--- config.mk ---
export PLATFORM = sky130hd
export DESIGN_NAME = ascii85_stream_decoder_top
export DESIGN_NICKNAME = d
export VERILOG_FILES = /design/src/rtl/a85_pkg.sv /design/src/rtl/a85_core.sv /design/src/rtl/a85_serial.sv /design/src/rtl/ascii85_stream_decoder_top.sv
export SDC_FILE = /design/constraint.sdc
export NUM_CORES = 1
export LEC_CHECK = 0
export BUFFER_PORTS_ARGS = -buffer_cell sky130_fd_sc_hd__buf_2
export CAP_MARGIN = 20
export CORE_MARGIN = 2
export CORE_UTILIZATION = 59
export CTS_CLUSTER_DIAMETER = 40
export DETAILED_ROUTE_END_ITERATION = 12
export PLACE_DENSITY = 0.88
export SLEW_MARGIN = 20
export SYNTH_ARGS = -nofsm -noshare
export SYNTH_HDL_FRONTEND = slang
export SYNTH_SLANG_ARGS = --single-unit
--- constraint.sdc ---
create_clock -name clk -period 18.1 [get_ports clk]
set_input_delay 2.715 -clock clk [delete_from_list [all_inputs] [get_ports clk]]
set_output_delay 2.715 -clock clk [all_outputs]
set_load 0.01 [all_outputs]
--- src/rtl/a85_pkg.sv ---
// Shared types, character codes and helper functions for the ASCII85 stream decoder.
`default_nettype none

package a85_pkg;

  // One input word: a source character and the end-of-source flag.
  typedef struct packed {
    logic [7:0] in_byte;
    logic       in_last;
  } in_t;

  // One output word: a data byte or the end-of-stream status.
  typedef struct packed {
    logic       out_kind;
    logic [7:0] out_byte;
    logic [2:0] out_status;
    logic       out_last;
  } out_t;

  // Everything one input word causes: up to four data bytes and an optional status.
  typedef struct packed {
    logic [31:0] word;
    logic [2:0]  nbytes;
    logic        has_status;
    logic [2:0]  status;
  } bundle_t;

  // Parser phases.
  localparam logic [2:0] PH_LT    = 3'd0;
  localparam logic [2:0] PH_TILDE = 3'd1;
  localparam logic [2:0] PH_BODY  = 3'd2;
  localparam logic [2:0] PH_CLOSE = 3'd3;
  localparam logic [2:0] PH_DONE  = 3'd4;

  // Status codes.
  localparam logic [2:0] ST_OK       = 3'd0;
  localparam logic [2:0] ST_NO_PRO   = 3'd1;
  localparam logic [2:0] ST_BAD_CHAR = 3'd2;
  localparam logic [2:0] ST_Z_GROUP  = 3'd3;
  localparam logic [2:0] ST_TILDE    = 3'd4;
  localparam logic [2:0] ST_EARLY    = 3'd5;

  // Result kinds.
  localparam logic KIND_DATA   = 1'b0;
  localparam logic KIND_STATUS = 1'b1;

  // Character codes.
  localparam logic [7:0] CH_BANG  = 8'h21;
  localparam logic [7:0] CH_U     = 8'h75;
  localparam logic [7:0] CH_Z     = 8'h7A;
  localparam logic [7:0] CH_TILDE = 8'h7E;
  localparam logic [7:0] CH_GT    = 8'h3E;
  localparam logic [7:0] CH_LT    = 8'h3C;
  localparam logic [7:0] CH_DEL   = 8'h7F;

  // Place value of the digit at position k of a group, most significant first.
  function automatic logic [31:0] weight85(input logic [2:0] k);
    logic [31:0] w;
    case (k)
      3'd0:    w = 32'd52200625;
      3'd1:    w = 32'd614125;
      3'd2:    w = 32'd7225;
      3'd3:    w = 32'd85;
      default: w = 32'd1;
    endcase
    return w;
  endfunction

  // Characters that the body skips.
  function automatic logic is_skip(input logic [7:0] c);
    return (c inside {8'h00, 8'h08, 8'h09, 8'h0A, 8'h0C, 8'h0D, 8'h20, CH_DEL});
  endfunction

endpackage

`default_nettype wire

--- src/rtl/a85_core.sv ---
// Parser state and per-character decode into a bundle of results.
`default_nettype none

module a85_core (
  input  wire logic            clk,
  input  wire logic            rst,
  input  wire logic            accept,
  input  wire a85_pkg::in_t    in_data,
  output a85_pkg::bundle_t     bundle,
  output logic                 bundle_push
);

  logic [2:0]  phase, phase_next;
  logic [31:0] group_word, group_word_next;
  logic [2:0]  digit_count, digit_count_next;

  logic [7:0]  c;
  logic [6:0]  dv;
  logic [31:0] addend;
  logic [31:0] sum;
  logic [2:0]  close_k;

  assign c       = in_data.in_byte;
  assign dv      = 7'(c - a85_pkg::CH_BANG);
  assign close_k = digit_count - 3'd1;

  // One adder serves both the digit multiply-add and the rounding at the close.
  always_comb begin
    if (phase == a85_pkg::PH_CLOSE) begin
      addend = a85_pkg::weight85(close_k);
    end else begin
      addend = 32'(32'(dv) * a85_pkg::weight85(digit_count));
    end
  end

  assign sum = group_word + addend;

  always_comb begin
    phase_next       = phase;
    group_word_next  = group_word;
    digit_count_next = digit_count;
    bundle           = '0;

    case (phase)
      a85_pkg::PH_LT: begin
        if (c != a85_pkg::CH_LT) begin
          bundle.has_status = 1'b1;
          bundle.status     = a85_pkg::ST_NO_PRO;
          phase_next        = a85_pkg::PH_DONE;
        end else begin
          phase_next = a85_pkg::PH_TILDE;
        end
      end
      a85_pkg::PH_TILDE: begin
        if (c != a85_pkg::CH_TILDE) begin
          bundle.has_status = 1'b1;
          bundle.status     = a85_pkg::ST_NO_PRO;
          phase_next        = a85_pkg::PH_DONE;
        end else begin
          phase_next       = a85_pkg::PH_BODY;
          group_word_next  = '0;
          digit_count_next = '0;
        end
      end
      a85_pkg::PH_BODY: begin
        if (c inside {[a85_pkg::CH_BANG:a85_pkg::CH_U]}) begin
          if (digit_count == 3'd4) begin
            bundle.word      = sum;
            bundle.nbytes    = 3'd4;
            group_word_next  = '0;
            digit_count_next = '0;
          end else begin
            group_word_next  = sum;
            digit_count_next = digit_count + 3'd1;
          end
        end else if (c == a85_pkg::CH_Z) begin
          if (digit_count != 3'd0) begin
            bundle.has_status = 1'b1;
            bundle.status     = a85_pkg::ST_Z_GROUP;
            phase_next        = a85_pkg::PH_DONE;
          end else begin
            bundle.nbytes = 3'd4;
          end
        end else if (c == a85_pkg::CH_TILDE) begin
          phase_next = a85_pkg::PH_CLOSE;
        end else if (!a85_pkg::is_skip(c)) begin
          bundle.has_status = 1'b1;
          bundle.status     = a85_pkg::ST_BAD_CHAR;
          phase_next        = a85_pkg::PH_DONE;
        end
      end
      a85_pkg::PH_CLOSE: begin
        bundle.has_status = 1'b1;
        phase_next        = a85_pkg::PH_DONE;
        if (c == a85_pkg::CH_GT) begin
          bundle.status = a85_pkg::ST_OK;
          if (digit_count != 3'd0) begin
            bundle.word   = sum;
            bundle.nbytes = close_k;
          end
        end else begin
          bundle.status = a85_pkg::ST_TILDE;
        end
      end
      default: begin
        phase_next = a85_pkg::PH_DONE;
      end
    endcase

    // End of source: report an unfinished source and start over.
    if (in_data.in_last) begin
      if (phase_next != a85_pkg::PH_DONE) begin
        bundle.has_status = 1'b1;
        case (phase_next)
          a85_pkg::PH_BODY:  bundle.status = a85_pkg::ST_EARLY;
          a85_pkg::PH_CLOSE: bundle.status = a85_pkg::ST_TILDE;
          default:           bundle.status = a85_pkg::ST_NO_PRO;
        endcase
      end
      phase_next       = a85_pkg::PH_LT;
      group_word_next  = '0;
      digit_count_next = '0;
    end
  end

  assign bundle_push = accept && ((bundle.nbytes != 3'd0) || bundle.has_status);

  always_ff @(posedge clk) begin
    if (rst) begin
      phase       <= a85_pkg::PH_LT;
      group_word  <= '0;
      digit_count <= '0;
    end else if (accept) begin
      phase       <= phase_next;
      group_word  <= group_word_next;
      digit_count <= digit_count_next;
    end
  end

endmodule

`default_nettype wire

--- src/rtl/a85_serial.sv ---
// Result register that hands out a bundle one output word per cycle while out_stall is low.
`default_nettype none

module a85_serial (
  input  wire logic              clk,
  input  wire logic              rst,
  input  wire logic              push,
  input  wire a85_pkg::bundle_t  bundle,
  output logic                   busy,
  output logic                   out_valid,
  input  wire logic              out_stall,
  output a85_pkg::out_t          out_data
);

  logic              bvalid;
  a85_pkg::bundle_t  b;
  logic [2:0]        idx;
  logic [2:0]        total;
  logic              take;
  logic              done;
  logic              is_status;

  assign total     = b.nbytes + {2'b00, b.has_status};
  assign take      = bvalid && !out_stall;
  assign done      = take && (idx == total - 3'd1);
  assign is_status = (idx == b.nbytes);

  // A new bundle may enter in the cycle the last word of the old one leaves.
  assign busy      = bvalid && !done;
  assign out_valid = bvalid;

  always_comb begin
    out_data          = '0;
    out_data.out_last = (idx == total - 3'd1);
    if (is_status) begin
      out_data.out_kind   = a85_pkg::KIND_STATUS;
      out_data.out_status = b.status;
    end else begin
      out_data.out_kind = a85_pkg::KIND_DATA;
      case (idx[1:0])
        2'd0:    out_data.out_byte = b.word[31:24];
        2'd1:    out_data.out_byte = b.word[23:16];
        2'd2:    out_data.out_byte = b.word[15:8];
        default: out_data.out_byte = b.word[7:0];
      endcase
    end
  end

  always_ff @(posedge clk) begin
    if (rst) begin
      bvalid <= 1'b0;
      idx    <= '0;
    end else if (push) begin
      bvalid <= 1'b1;
      idx    <= '0;
    end else if (done) begin
      bvalid <= 1'b0;
      idx    <= '0;
    end else if (take) begin
      idx <= idx + 3'd1;
    end
  end

  always_ff @(posedge clk) begin
    if (push) begin
      b <= bundle;
    end
  end

endmodule

`default_nettype wire

--- src/rtl/ascii85_stream_decoder_top.sv ---
// Top level of the ASCII85 stream decoder.
// The first result of an accepted word shows in the next cycle. Throughput: one word per
// cycle while out_stall is low and each word yields at most one result. A word with n
// results holds the result register, and with it the input, until its last result leaves.
// Reset (rst, synchronous, active high) empties the result register and re-arms the prologue.
`default_nettype none

module ascii85_stream_decoder_top (
  input  wire logic          clk,
  input  wire logic          rst,
  input  wire logic          in_valid,
  output logic               in_stall,
  input  wire a85_pkg::in_t  in_data,
  output logic               out_valid,
  input  wire logic          out_stall,
  output a85_pkg::out_t      out_data
);

  logic              accept;
  logic              busy;
  logic              push;
  a85_pkg::bundle_t  bundle;

  // Input is held off only while the result register still has words to give
  // out after this cycle; the parser itself never holds the input off.
  // This holds for every word, including those that yield no result.
  assign in_stall = busy;
  assign accept   = in_valid && !busy;

  // Parser: prologue check, base-85 multiply-add and the end-of-source rules.
  // It turns each accepted character into a bundle of zero to five results.
  a85_core u_core (
    .clk         (clk),
    .rst         (rst),
    .accept      (accept),
    .in_data     (in_data),
    .bundle      (bundle),
    .bundle_push (push)
  );

  // Result register: data bytes leave most significant first, then the
  // status if there is one, and the final word of a bundle carries out_last.
  a85_serial u_serial (
    .clk       (clk),
    .rst       (rst),
    .push      (push),
    .bundle    (bundle),
    .busy      (busy),
    .out_valid (out_valid),
    .out_stall (out_stall),
    .out_data  (out_data)
  );

endmodule

`default_nettype wire

Word level (Yosys, flattened, before mapping). Index checks and enable logic that the tools add are counted.

Add/sub/neg operators: 7. Multiply operators: 1. Order comparisons: 2. Eq/ne operators: 31. Muxes and demuxes: 49. Reductions and logical operators: 22.

Operator list (count): 32-bit 2-to-1 mux (7); 26-bit one-hot mux with 4 select lines (2); 35-bit 2-to-1 mux (3); 35-bit one-hot mux with 2 select lines (1); 32-bit one-hot mux with 2 select lines (1); 3-bit 2-to-1 mux (17); 8-bit by 4-bit == test with 1-bit output, second input constant (5); 4-bit 2-to-1 mux (9); 32-bit adder (1); 7-bit by 32-bit multiplier with 32-bit output (1); 3-bit by 2-bit == test with 1-bit output, second input constant (8); 8-bit by 7-bit == test with 1-bit output, second input constant (3); 8-bit one-hot mux with 3 select lines (1); 8-bit by 6-bit == test with 1-bit output, second input constant (2); 4-bit one-hot mux with 4 select lines (1); 3-bit one-hot mux with 2 select lines (2); 3-bit by 1-bit == test with 1-bit output, second input constant (3); 3-bit logical NOT (3); 3-bit one-hot mux with 3 select lines (1); 3-bit nonzero test (3); 8-bit by 6-bit >= comparator with 1-bit output, second input constant (1); 8-bit by 7-bit <= comparator with 1-bit output, second input constant (1); 8-bit logical NOT (1); 8-bit 2-to-1 mux (1); other kinds (21) (34).

Flip-flop bits (word level): 81. Bits of input ports: 13. Word-level logic and storage cells: 121.

Depth between registers and ports, before layout. Gate-level depths: netlist of the first run.

Depth after elaboration: 14. Depth in mapped cells: 35. Gate-level depth less buffers: 35.

Cells and area by module. A second synthesis of the first run with hierarchy kept.

Cells, all modules: 1172. Area total of the unflattened synthesis: 10047.1 um2.

By module, submodules not included: a85_core (instances 1, cells each 1047, area each 8224.1 um2); a85_serial (instances 1, cells each 124, area each 1809.2 um2); ascii85_stream_decoder_top (instances 1, cells each 1, area each 13.8 um2).

Least setup slack after synthesis of the first run. OpenSTA, ideal clock, no wires.

Kind: input to register. Start point: in in_data[1] (netlist bit). End point: reg u_serial.b[37] (netlist bit) (data pin). Library setup time: 0.266 ns. Arrival time: 9.823 ns. Slack: 8.011 ns. Stages on the path: 34. Cells stage by stage: inv_1 -> ha_1 -> or4b_1 -> nand2_1 -> xnor2_1 -> inv_1 -> nand2_1 -> xnor2_1 -> ha_1 -> a31o_2 -> fa_1 -> fa_1 -> inv_1 -> fa_1 -> inv_1 -> ha_1 -> and3_1 -> o21ai_0 -> a21oi_1 -> nand2b_1 -> or2_2 -> a21oi_1 -> xor2_1 -> a21oi_1 -> ha_1 -> a21o_1 -> a21o_1 -> a221oi_1 -> o21ai_2 -> a221o_2 -> a311o_2 -> a221oi_2 -> xor2_1 -> nor2_1.

RTL lines: start, declared (RTL line ascii85_stream_decoder_top.sv:13) `input wire a85_pkg::in_t in_data,`; end signal, assigned (RTL line a85_serial.sv:66) `b <= bundle;`; end, declared (RTL line a85_serial.sv:16) `a85_pkg::bundle_t b;`.

==> summary.md, run 1 <==
| Metric | Value |
|---|---|
| First-pass GRT wire length | `39.2 mm` |
| R2R cell count | `31` |
| Most frequent cells in the layout | `nor2_1 (157), ha_1 (132), inv_1 (126)` |
| CTS root buf | `clkbuf_16` |
| Post-synthesis sequential area ratio | `20.6%` |
| Leakage power | `4.97 nW` |
| Port bufs | `27` |
| Most common cell after layout, fill and taps aside | `nor2_1` |
| Detailed Route WL | `23.7 mm` |
| Clock latency on the worst-skew pair | `0.34 ns` |
| Ys flop type | `dfxtp_1` |
| Final period util | `59.5%` |
| R2r setup slk | `9.52 ns` |
| Mean Syn Cell Area | `8.52 um2` |
| Worst min path class | `flip-flop to flip-flop` |
| Clock Power Share | `15.0%` |
| CP most frequent cell | `ha_1` |
| CTS Hold Bufs | `0` |
| CP endpoint kind | `flip-flop` |
| Core ar. | `16,300 um2` |
| Worst hold slack | `0.467 ns` |
| Hpwl dp | `19.2 mm` |
| Synth Warn # | `0` |
| TritonCTS Sinks | `81` |
| Fmax | `92.9 MHz` |
| Largest buffer count on any clock path | `2` |
| Internal Power | `0.600 mW` |
| Diodes inserted | `0` |
| Detailed-route via count | `8,098` |
| Worst Clk Skew | `0.0125 ns` |
| Data required time of the critical path | `18.18 ns` |
| Relative slew slack | `43.0%` |
| Placer Congestion | `0.976` |
| Utilization after layout | `63.3%` |
| Worst-Margin Slew | `0.855 ns` |
| FF-to-FF End | `u_serial.b[37]` |
| Pin count of the biggest net entering global routing | `44` |
| Tot GR Track Use | `27.4%` |
| DRT antenna net count | `0` |
| Status | `complete, no violations` |
| Residual DRC | `0` |
| Synth Instances | `1,146` |
| Routed wire per std cell | `17.2 um` |
| Io pins | `28` |
| Tot Pwr | `1.14 mW` |
| Initial antenna violation count | `0` |
| TritonCTS Buffers | `9` |
| First DRT Iteration DRCs | `758` |
| DIE AREA | `17,600 um2` |
| Number of global-route vias before repair | `7,921` |
| Die width | `133 um` |
| # setup viols final | `0` |
| Layout cells sized above 1 | `6.22%` |
| Seq pwr share | `17.8%` |
| Pwr Density | `111 nW/um2` |
| Pre-CTS setup slack | `7.11 ns` |
| Final Max Slew Viols | `0` |
| Synthesized area | `9760 um2` |
| Hold Vio Cnt, Final | `0` |
| Slowest stage delay, CP | `0.51 ns` |
| Non-Filler Instances | `1,377` |
| Placed instance area | `10,100 um2` |
| CTS resizes | `0` |
| Crit path DAT | `10.84 ns` |
| Final WS setup | `7.34 ns` |
| Startpoint types | `input pin` |
| Layout area overhead | `5.96%` |
| Initial Util | `59.7%` |
| Psw | `0.543 mW` |
| CP max-delay cell | `fa_1` |
| Syn nets | `1,359` |
| DIE HEIGHT | `133 um` |
| Nets | `1,365` |
| Post-synth EDFFs | `39` |
| Highest ir drop seen on vdd | `0.0601 mV` |
| DP Cell Count | `1,361` |
| CTS tree | `built` |
| Gr ovfl total | `0` |
| Clk slew on worst S/H paths | `0.06 ns` |
| Final worst path period need | `10.76 ns` |
| Setup TNS Final | `0 ns` |
| Comb pwr share | `67.2%` |
| Library cells used by synthesis | `74` |
| Crit path max fanout | `9` |
| Via/cell ratio | `5.88` |
| Max-Cap Viols | `0` |
| Placement Rows | `47` |
| Sw Ratio | `47.5%` |
| Critical path type | `input pin to flip-flop` |
| # H-tree levels | `3` |
| CP Capture Point | `u_serial.b[37]` |
| Post-CTS Setup Bufs | `0` |
| Pre-antenna DRT Iters | `7` |
| Ys async rst share | `0%` |
| Critical Path Source | `in_data[1]` |
| RSZ-0062 raised after global routing | `false` |
| Fin area | `10,300 um2` |
| FF+latch count, synth | `81` |
| Reg2Reg Launch Point | `u_core.digit_count[0]` |
==> worst min path at each step <==
stage	from	to	slack, ns	cells after the start
3_3_place_gp	u_core.group_word[4]	u_core.group_word[4]	0.44	2
2_1_floorplan	u_core.group_word[12]	u_core.group_word[12]	0.44	2
6_report	u_core.group_word[10]	u_core.group_word[10]	0.47	2
5_1_grt	u_core.group_word[6]	u_core.group_word[6]	0.49	2
3_5_place_dp	u_core.group_word[10]	u_core.group_word[10]	0.45	2
4_1_cts	u_core.group_word[12]	u_core.group_word[12]	0.47	2
==> routing by layer <==
layer	part of all wire, %	vias to the layer above	global-route usage, %
li1	-	3972	-
met1	45	3807	37.3
met2	47	273	45.8
met3	5.7	46	3.14
met4	2.7	0	9.20
met5	0	-	0
==> synthesized netlist by cell type (9+ instances only) <==
cell type / count / area share (%)
clkbuf_1: 30 / 1.2
ha_1: 132 / 17
fa_1: 68 / 14
a21o_1: 33 / 2.5
nor3_1: 19 / 0.97
nand3b_1: 14 / 1.1
nor2b_1: 16 / 1.0
nor3b_1: 9 / 0.69
inv_1: 126 / 4.8
nand2_1: 74 / 2.8
xor2_1: 36 / 3.2
nand3_1: 9 / 0.46
nor2_1: 157 / 6.0
xnor2_1: 36 / 3.2
o21ai_0: 47 / 2.4
and2_1: 12 / 0.77
a21oi_1: 97 / 5.0
a31oi_1: 9 / 0.58
edfxtp_1: 39 / 12
nand2b_1: 13 / 0.83
dfxtp_1: 42 / 8.6
==> power by group through the flow <==
stage,logic (mW),registers [mW],clock network (mW)
5_1_grt,0.853,0.204,0.179
3_5_place_dp,0.742,0.207,0
2_1_floorplan,0.578,0.206,0
6_report,0.768,0.203,0.172
3_3_place_gp,0.724,0.207,0
4_1_cts,0.753,0.203,0.171
==> sequential cells by signal, summed over array words and instances, names as in the netlist <==
signal / flops
u_core.phase: 3
u_serial.out_valid: 1
u_core.digit_count: 3
u_serial.b: 39
u_serial.idx: 3
u_core.group_word: 32
==> cell type report <==
cell class	count	area, um2
Sequential cell	81	2010
Multi-Input combinational cell	901	7120
Timing Repair Buffer	33	180
Fill cell	1374	6010
Clock inverter	5	38.8
Clock buffer	11	243
Inverter	126	473
Tap cell	220	275
==> cell families (layout without fill, tap and decap cells) <==
kind of cell / Yosys count / in the layout / share of synthesized area (%)
flops: 81 / 81 / 20.6
simple gates: 357 / 357 / 17.3
fa+ha+maj: 200 / 200 / 30.9
compound gates: 271 / 271 / 18.0
xor+xnor: 73 / 73 / 6.69
buf+inv: 164 / 175 / 6.53
==> critical path: cells and delay by family <==
kind	cells	cell delay [ns]
compound gates	13	2.76
buf+inv	4	0.41
fa+ha+maj	7	2.68
xor+xnor	4	0.90
simple gates	6	1.37
Power figures use the tool's default switching activity.
==> run 2: changes to the inputs <==
--- a/config.mk
+++ b/config.mk
@@ -5,13 +5,14 @@
 export SDC_FILE = /design/constraint.sdc
 export NUM_CORES = 1
 export LEC_CHECK = 0
+export ABC_AREA = 1
 export BUFFER_PORTS_ARGS = -buffer_cell sky130_fd_sc_hd__buf_2
 export CAP_MARGIN = 20
 export CORE_MARGIN = 2
 export CORE_UTILIZATION = 59
 export CTS_CLUSTER_DIAMETER = 40
 export DETAILED_ROUTE_END_ITERATION = 12
-export PLACE_DENSITY = 0.88
+export PLACE_DENSITY = 0.91
 export SLEW_MARGIN = 20
 export SYNTH_ARGS = -nofsm -noshare
 export SYNTH_HDL_FRONTEND = slang
==> constraint.sdc (replaced) <==
create_clock -name clk -period 9.9 [get_ports clk]
set_input_delay 1.485 -clock clk [delete_from_list [all_inputs] [get_ports clk]]
set_output_delay 1.485 -clock clk [all_outputs]
set_load 0.01 [all_outputs]
==> run 2 against run 1 <==
Count of clock-buffer cells in the layout did not move. Via count rose by 21%. Global-route usage rose by 3.2 points. Worst setup slack got worse by 6.0 ns. Final area rose by 7.2%. Routed wire length rose by 16%. Largest power group unchanged.
==> summary.md, run 2 <==
| Metric | Value |
|---|---|
| Nets | `1,688 (+24%)` |
| Worst hold endpoint | `u_core.group_word[26]` |
| Filler cell count in the final layout | `1,477 (+7.5%)` |
| Pwr Density | `203 nW/um2 (+84%)` |
| Ys flop type | `dfxtp_1` |
| Startpoint types | `input pin` |
| Core ar. | `17,200 um2 (+5.4%)` |
| Synth area leader | `ha_1` |
| Post-CTS Setup Bufs | `0 (unchanged)` |
| Worst min path class | `flip-flop to flip-flop` |
| Simple-gate share of the synthesized area | `23.5% (+6.2 points)` |
| Final period util | `86.7%` |
| Largest registers | `u_serial.b x39, u_core.group_word x32` |
| Mean Syn Cell Area | `7.13 um2 (-16%)` |
| Reg2Reg Launch Point | `u_core.digit_count[0]` |
| Ys async rst share | `0% (unchanged)` |
| Placement Rows | `48 (+2.1%)` |
| R2R cell count | `33 (+6.5%)` |
| CTS root buf | `clkbuf_16` |
| Largest buffer count on any clock path | `2 (unchanged)` |
| Library cells used by synthesis | `54 (-27%)` |
| Largest family of logic cells by synthesized area | `adder cells` |
| Detailed-route via count | `9,830 (+21%)` |
| DRT antenna net count | `0 (unchanged)` |
| Worst-Margin Slew | `1.04 ns (+0.187 ns)` |
| Initial Util | `60.3% (+0.56 points)` |
| R2r setup slk | `2.00 ns (-7.52 ns)` |
| Relative slew slack | `30.5% (-13 points)` |
| Placer Congestion | `1.00 (+2.4%)` |
| Post-synth EDFFs | `39 (unchanged)` |
| Adder-Cell Fraction of Synth Area | `29.0% (-1.9 points)` |
| Worst Clk Skew | `0.00841 ns (-0.00404 ns)` |
| Most frequent cells in the layout | `nand2_1 (300), inv_1 (253), nor2_1 (194)` |
| TritonCTS Buffers | `9 (unchanged)` |
| Data required time of the critical path | `10.09 ns (-8.09 ns)` |
| Synth Instances | `1,457 (+27%)` |
| Routed wire per std cell | `16.1 um (-6.7%)` |
| FF-to-FF End | `u_serial.b[31]` |
| Layout cells sized above 1 | `5.61% (-0.61 points)` |
| TritonCTS Sinks | `81 (unchanged)` |
| First DRT Iteration DRCs | `979 (+29%)` |
| Diodes inserted | `0 (unchanged)` |
| Number of global-route vias before repair | `9,550 (+21%)` |
| Seq. cell area | `2010 um2 (unchanged)` |
| Synth top cells by count | `nand2_1 (300), inv_1 (253), nor2_1 (194), ha_1 (132), a21oi_1 (125)` |
| Clock latency on the worst-skew pair | `0.35 ns (about the same)` |
| Highest ir drop seen on vdd | `0.136 mV (+130%)` |
| Max-Cap Viols | `0 (unchanged)` |
| Synthesized area | `10,400 um2 (+6.4%)` |
| Synth top area share | `15.9% (-1.0 points)` |
| Most common cell after layout, fill and taps aside | `nand2_1` |
| Pin count of the biggest net entering global routing | `41 (-6.8%)` |
| Ranking of synthesized cells by area | `ha_1 (16%), fa_1 (13%), edfxtp_1 (11%)` |
| Critical path type | `input pin to flip-flop` |
| Syn nets | `1,670 (+23%)` |
| Via/cell ratio | `5.77 (-2.0%)` |
| Status | `complete, no violations` |
| Tot Pwr | `2.25 mW (+97%)` |
| Synth Area in Compound Gates | `13.1% (-4.8 points)` |
| Slowest stage delay, CP | `0.56 ns (+0.05 ns)` |
| Clk slew on worst S/H paths | `0.07 ns (about the same)` |
| Multi-input logic area | `7270 um2 (+2.1%)` |
| Io pins | `28 (unchanged)` |
| Mux share of post-synthesis cell area | `0% (unchanged)` |
| Synth Warn # | `0 (unchanged)` |
| Residual DRC | `0 (unchanged)` |
| Port bufs | `27 (unchanged)` |
| CTS resizes | `0 (unchanged)` |
| Most common cell in the netlist | `nand2_1` |
| DIE HEIGHT | `137 um (+3.1%)` |
| # H-tree levels | `3 (unchanged)` |
| First-pass GRT wire length | `45.5 mm (+16%)` |
| Tot GR Track Use | `30.6% (+3.2 points)` |
| Most flops, register | `u_serial.b` |
| Final Max Slew Viols | `0 (unchanged)` |
| CTS tree | `built` |
| DP Cell Count | `1,688 (+24%)` |
| Final worst path period need | `8.59 ns` |
| Pre-antenna DRT Iters | `6 (-1)` |
| Die width | `137 um (+3.1%)` |
| Crit path DAT | `8.78 ns (-2.06 ns)` |
| RSZ-0062 raised after global routing | `false` |
| Depth of the worst hold-timing path | `2 (unchanged)` |
| Setup TNS Final | `0 ns (unchanged)` |
| Leakage power | `5.80 nW (+17%)` |
| Worst hold slack | `0.471 ns (+0.00361 ns)` |
| CTS Hold Bufs | `0 (unchanged)` |
| Post-synthesis sequential area ratio | `19.4% (-1.2 points)` |
| Crit path max fanout | `8 (-1)` |
| Layout area overhead | `6.78%` |
| Hold Vio Cnt, Final | `0 (unchanged)` |
| Initial antenna violation count | `0 (unchanged)` |
| Non-Filler Instances | `1,705 (+24%)` |
| DIE AREA | `18,700 um2 (+6.2%)` |
| Max reg flops | `39 (unchanged)` |
| # setup viols final | `0 (unchanged)` |
| Hpwl dp | `22.0 mm (+15%)` |
| Gr ovfl total | `0 (unchanged)` |
| Detailed Route WL | `27.4 mm (+16%)` |
| CP most frequent cell | `nand2_1` |
| CP max-delay cell | `fa_1` |
| Post-Synth XOR/XNOR Area | `4.29% (-2.4 points)` |
| Min-delay src | `u_core.group_word[26]` |
| Fmax | `116 MHz` |
| FF+latch count, synth | `81 (unchanged)` |
| CP endpoint kind | `flip-flop` |
[run 2: cell count changes after synthesis, moves of 16 or more]
cell      before  now
nor2b_1       16    0
inv_1        126  253
nor2_1       157  194
nand3_1        9   41
a21o_1        33   12
a21oi_1       97  125
xnor2_1       36   17
nand2_1       74  300
clkbuf_1      30   11
[run 2: metrics by stage]
step                utilization [%]  setup WS (ns)  cell area, um2
floorplan                         -           2.51           10400
global placement               62.1           1.18           10700
detailed placement             62.1           1.12           10700
CTS                            64.3           1.43           11100
global route                   64.3          0.895           11100
finish                         64.3           1.31           11100
[run 2: cells by family after synthesis]
family | count (synthesis)
AO/OA/AOI/OAI | 245
XOR/XNOR | 50
buffers and inverters | 290
AND/OR/NAND/NOR | 591
flip-flops | 81
adder cells (fa/ha/maj) | 200
[run 2: layer usage]
layer / up-vias / GRT usage, % / part of all wire, %
met5: - / 0 / 0
met4: 0 / 12.6 / 3.9
met3: 86 / 5.22 / 7.5
met2: 473 / 51.2 / 47
met1: 4564 / 39.1 / 42
li1: 4707 / - / -
[run 2: critical path, delay by kind of cell]
kind                       cells  cell delay [ns]
buffers and inverters          5             0.50
and+or+nand+nor               10             1.23
AOI/OAI and AO/OA              7             1.71
xor gates and xnor gates       4             1.18
adders and majority gates      7             2.66
[run 2: final cells by class]
type	count	share of cell area, %
clock buffer	11	2.48
clock inverter	5	0.801
inverter	267	9.04
multi-input combinational	1086	65.5
sequential	81	18.1
tap	225	2.54
timing repair buffer	30	1.49
[run 2: worst max-delay path by stage]
stage	slack, ns	from	cells past startpoint	end
global placement	1.18	in_data[1]	36	u_serial.b[38]
CTS	1.43	in_data[1]	33	u_serial.b[31]
global route	0.90	in_data[1]	33	u_serial.b[31]
finish	1.31	in_data[1]	33	u_serial.b[31]
floorplan	2.51	in_data[2]	36	u_serial.b[29]
detailed placement	1.12	in_data[1]	33	u_serial.b[31]
[run 2: power by group]
part	internal (mW)	switching, mW
clock network	0.255	0.151
registers	0.364	0.00597
logic	0.492	0.981
==> run 3: changes to the inputs <==
--- a/config.mk
+++ b/config.mk
@@ -9,10 +9,10 @@
 export BUFFER_PORTS_ARGS = -buffer_cell sky130_fd_sc_hd__buf_2
 export CAP_MARGIN = 20
 export CORE_MARGIN = 2
-export CORE_UTILIZATION = 59
+export CORE_UTILIZATION = 55
 export CTS_CLUSTER_DIAMETER = 40
 export DETAILED_ROUTE_END_ITERATION = 12
-export PLACE_DENSITY = 0.91
+export PLACE_DENSITY = 0.86
 export SLEW_MARGIN = 20
 export SYNTH_ARGS = -nofsm -noshare
 export SYNTH_HDL_FRONTEND = slang
==> run 3 against run 2 <==
Clock skew increased by 0.0013 ns. Count of clock-buffer cells in the layout decreased by 1. Clock power decreased by 15%. Routed wire length decreased by 0.86%. Critical path depth unchanged. Sequential share of layout area increased by 0.097 points. Maximum frequency increased by 0.26%. Sequential power about the same. Via count decreased by 2.6%. Combinational power about the same. Sequential cell count unchanged. Final area decreased by 0.53%. Critical path type unchanged.
==> summary.md, run 3 (same netlist as run 2, synthesis figures left out) <==
| Metric | Value |
|---|---|
| Core ar. | `18,600 um2 (+8.2%)` |
| Critical path type | `input pin to flip-flop` |
| Cell family with most CP delay | `adder cells` |
| FF-to-FF End | `u_serial.b[31]` |
| Final Max Slew Viols | `0 (unchanged)` |
| Pin count of the biggest net entering global routing | `41 (unchanged)` |
| Data required time of the critical path | `10.13 ns (+0.04 ns)` |
| Initial antenna violation count | `0 (unchanged)` |
| Placement Rows | `50 (+4.2%)` |
| Startpoint types | `input pin` |
| Number of global-route vias before repair | `9,593 (+0.45%)` |
| Clk slew on worst S/H paths | `0.07 ns (about the same)` |
| Routed wire per std cell | `15.9 um (-1.4%)` |
| CP bufs+invs | `5 (unchanged)` |
| Io pins | `28 (unchanged)` |
| Reg2Reg Launch Point | `u_core.digit_count[0]` |
| Die width | `141 um (+3.5%)` |
| Most common cell after layout, fill and taps aside | `nand2_1` |
| CP Capture Point | `u_serial.b[31]` |
| Max-Cap Viols | `0 (unchanged)` |
| Clock latency on the worst-skew pair | `0.36 ns (about the same)` |
| Layout cells sized above 1 | `5.61% (unchanged)` |
| RSZ-0062 raised after global routing | `false` |
| Largest buffer count on any clock path | `2 (unchanged)` |
| Final period util | `86.5% (-0.22 points)` |
| Fmax | `117 MHz (+0.26%)` |
| Non-Filler Instances | `1,714 (+0.53%)` |
| Setup TNS Final | `0 ns (unchanged)` |
| Diodes inserted | `0 (unchanged)` |
| # setup viols final | `0 (unchanged)` |
| Most frequent cells in the layout | `nand2_1 (300), inv_1 (253), nor2_1 (194)` |
| CP endpoint kind | `flip-flop` |
| DRT antenna net count | `0 (unchanged)` |
| Tot GR Track Use | `28.2% (-2.4 points)` |
| Detailed-route via count | `9,578 (-2.6%)` |
| Pwr Density | `198 nW/um2 (-2.3%)` |
| Status | `complete, no violations` |
| CTS tree | `built` |
| TritonCTS Buffers | `9 (unchanged)` |
| Residual DRC | `0 (unchanged)` |
| Hpwl dp | `22.4 mm (+1.6%)` |
| R2R cell count | `33 (unchanged)` |
| # H-tree levels | `3 (unchanged)` |
| First-pass GRT wire length | `45.3 mm (-0.30%)` |
| CTS resizes | `0 (unchanged)` |
| Gr ovfl total | `0 (unchanged)` |
| DIE AREA | `20,000 um2 (+7.1%)` |
| Pre-antenna DRT Iters | `5 (-1)` |
| Highest ir drop seen on vdd | `0.112 mV (-18%)` |
| Number of cells on the critical path | `33 (unchanged)` |
| CP most frequent cell | `nand2_1` |
| Crit path max fanout | `8 (unchanged)` |
| Post-CTS Setup Bufs | `0 (unchanged)` |
| Port bufs | `27 (unchanged)` |
| Critical Path Source | `in_data[1]` |
| CP max-delay cell | `fa_1` |
| TritonCTS Sinks | `81 (unchanged)` |
| Placer Congestion | `0.964 (-3.6%)` |
| Most flops, register | `u_serial.b` |
| Final worst path period need | `8.56 ns (-0.0218 ns)` |
| Worst Clk Skew | `0.00968 ns (+0.00126 ns)` |
| Hold Vio Cnt, Final | `0 (unchanged)` |
| Worst-Margin Slew | `1.08 ns (+0.0414 ns)` |
| Largest registers | `u_serial.b x39, u_core.group_word x32` |
| Leakage power | `5.77 nW (-0.57%)` |
| CTS root buf | `clkbuf_16` |
| R2r setup slk | `2.00 ns (about the same)` |
| Worst min path class | `flip-flop to flip-flop` |
| Max reg flops | `39 (unchanged)` |
| DP Cell Count | `1,698 (+0.59%)` |
| Detailed Route WL | `27.2 mm (-0.86%)` |
| Layout area overhead | `6.22%` |
| Crit path DAT | `8.79 ns (about the same)` |
| Initial Util | `55.7% (-4.5 points)` |
| Relative slew slack | `27.7% (-2.8 points)` |
| CTS Hold Bufs | `0 (unchanged)` |
| DIE HEIGHT | `141 um (+3.5%)` |
| First DRT Iteration DRCs | `821 (-16%)` |
| Nets | `1,688 (unchanged)` |
| Slowest stage delay, CP | `0.57 ns (about the same)` |
| Via/cell ratio | `5.59 (-3.1%)` |
run 3: changes by cell type in the layout (fill, tap and decap cells not counted), sizes merged:
cell	change
bufinv	-2
inv	+2
clkinvlp	+1
clkbuf	-1
run 3: where the power goes:
part / internal, mW / leakage (nW) / switching, mW / total (mW)
Combinational: 0.490 / 4.90 / 0.983 / 1.47
Clock: 0.190 / 0.147 / 0.154 / 0.344
Sequential: 0.364 / 0.721 / 0.00574 / 0.370
Total: 1.04 / 5.77 / 1.14 / 2.19
run 3: layer usage:
metal	track usage, %	part of all wire (%)	wire [um]	up-vias
met2	48.3	47	12800	329
met4	10.4	3.7	1020	0
li1	-	-	-	4702
met3	4.86	6.0	1640	75
met1	35.9	43	11700	4472
met5	0	0	0	-
run 3: worst min path at each step:
stage	start	to	cells after the start
5_1_grt	u_core.group_word[30]	u_core.group_word[30]	2
4_1_cts	u_core.group_word[26]	u_core.group_word[26]	2
3_5_place_dp	u_core.group_word[26]	u_core.group_word[26]	2
2_1_floorplan	u_core.group_word[4]	u_core.group_word[4]	2
3_3_place_gp	u_core.group_word[8]	u_core.group_word[8]	2
6_report	u_core.group_word[26]	u_core.group_word[26]	2
run 3: cell type report:
type	instances	area, um2
clock buffers	10	250
repair buffers	30	158
inverters	267	1000
fillers	1692	7610
multi-input cells	1086	7270
clock inverters	6	51.3
well taps	234	293
flip-flops and latches	81	2010
run 3: worst register-to-register path, delay by kind of cell, from the launching register on:
kind                       cells  cell delay [ns]
buffers and inverters          7             0.54
and+or+nand+nor               12             2.17
DFF                            1             0.41
adders and majority gates      7             3.02
xor gates and xnor gates       2             0.49
AOI/OAI and AO/OA              5             1.13
run 3: per-stage QoR:
step	area, um2	hold slack [ns]	setup WS [ns]	utilization, %	power (mW)
global placement	10700	0.454	1.32	57.6	1.79
floorplan	10400	0.445	2.51	-	1.46
detailed placement	10700	0.461	1.21	57.6	1.82
global route	11000	0.494	0.714	59.2	2.39
CTS	11000	0.471	1.50	59.2	2.17
finish	11000	0.469	1.34	59.2	2.19
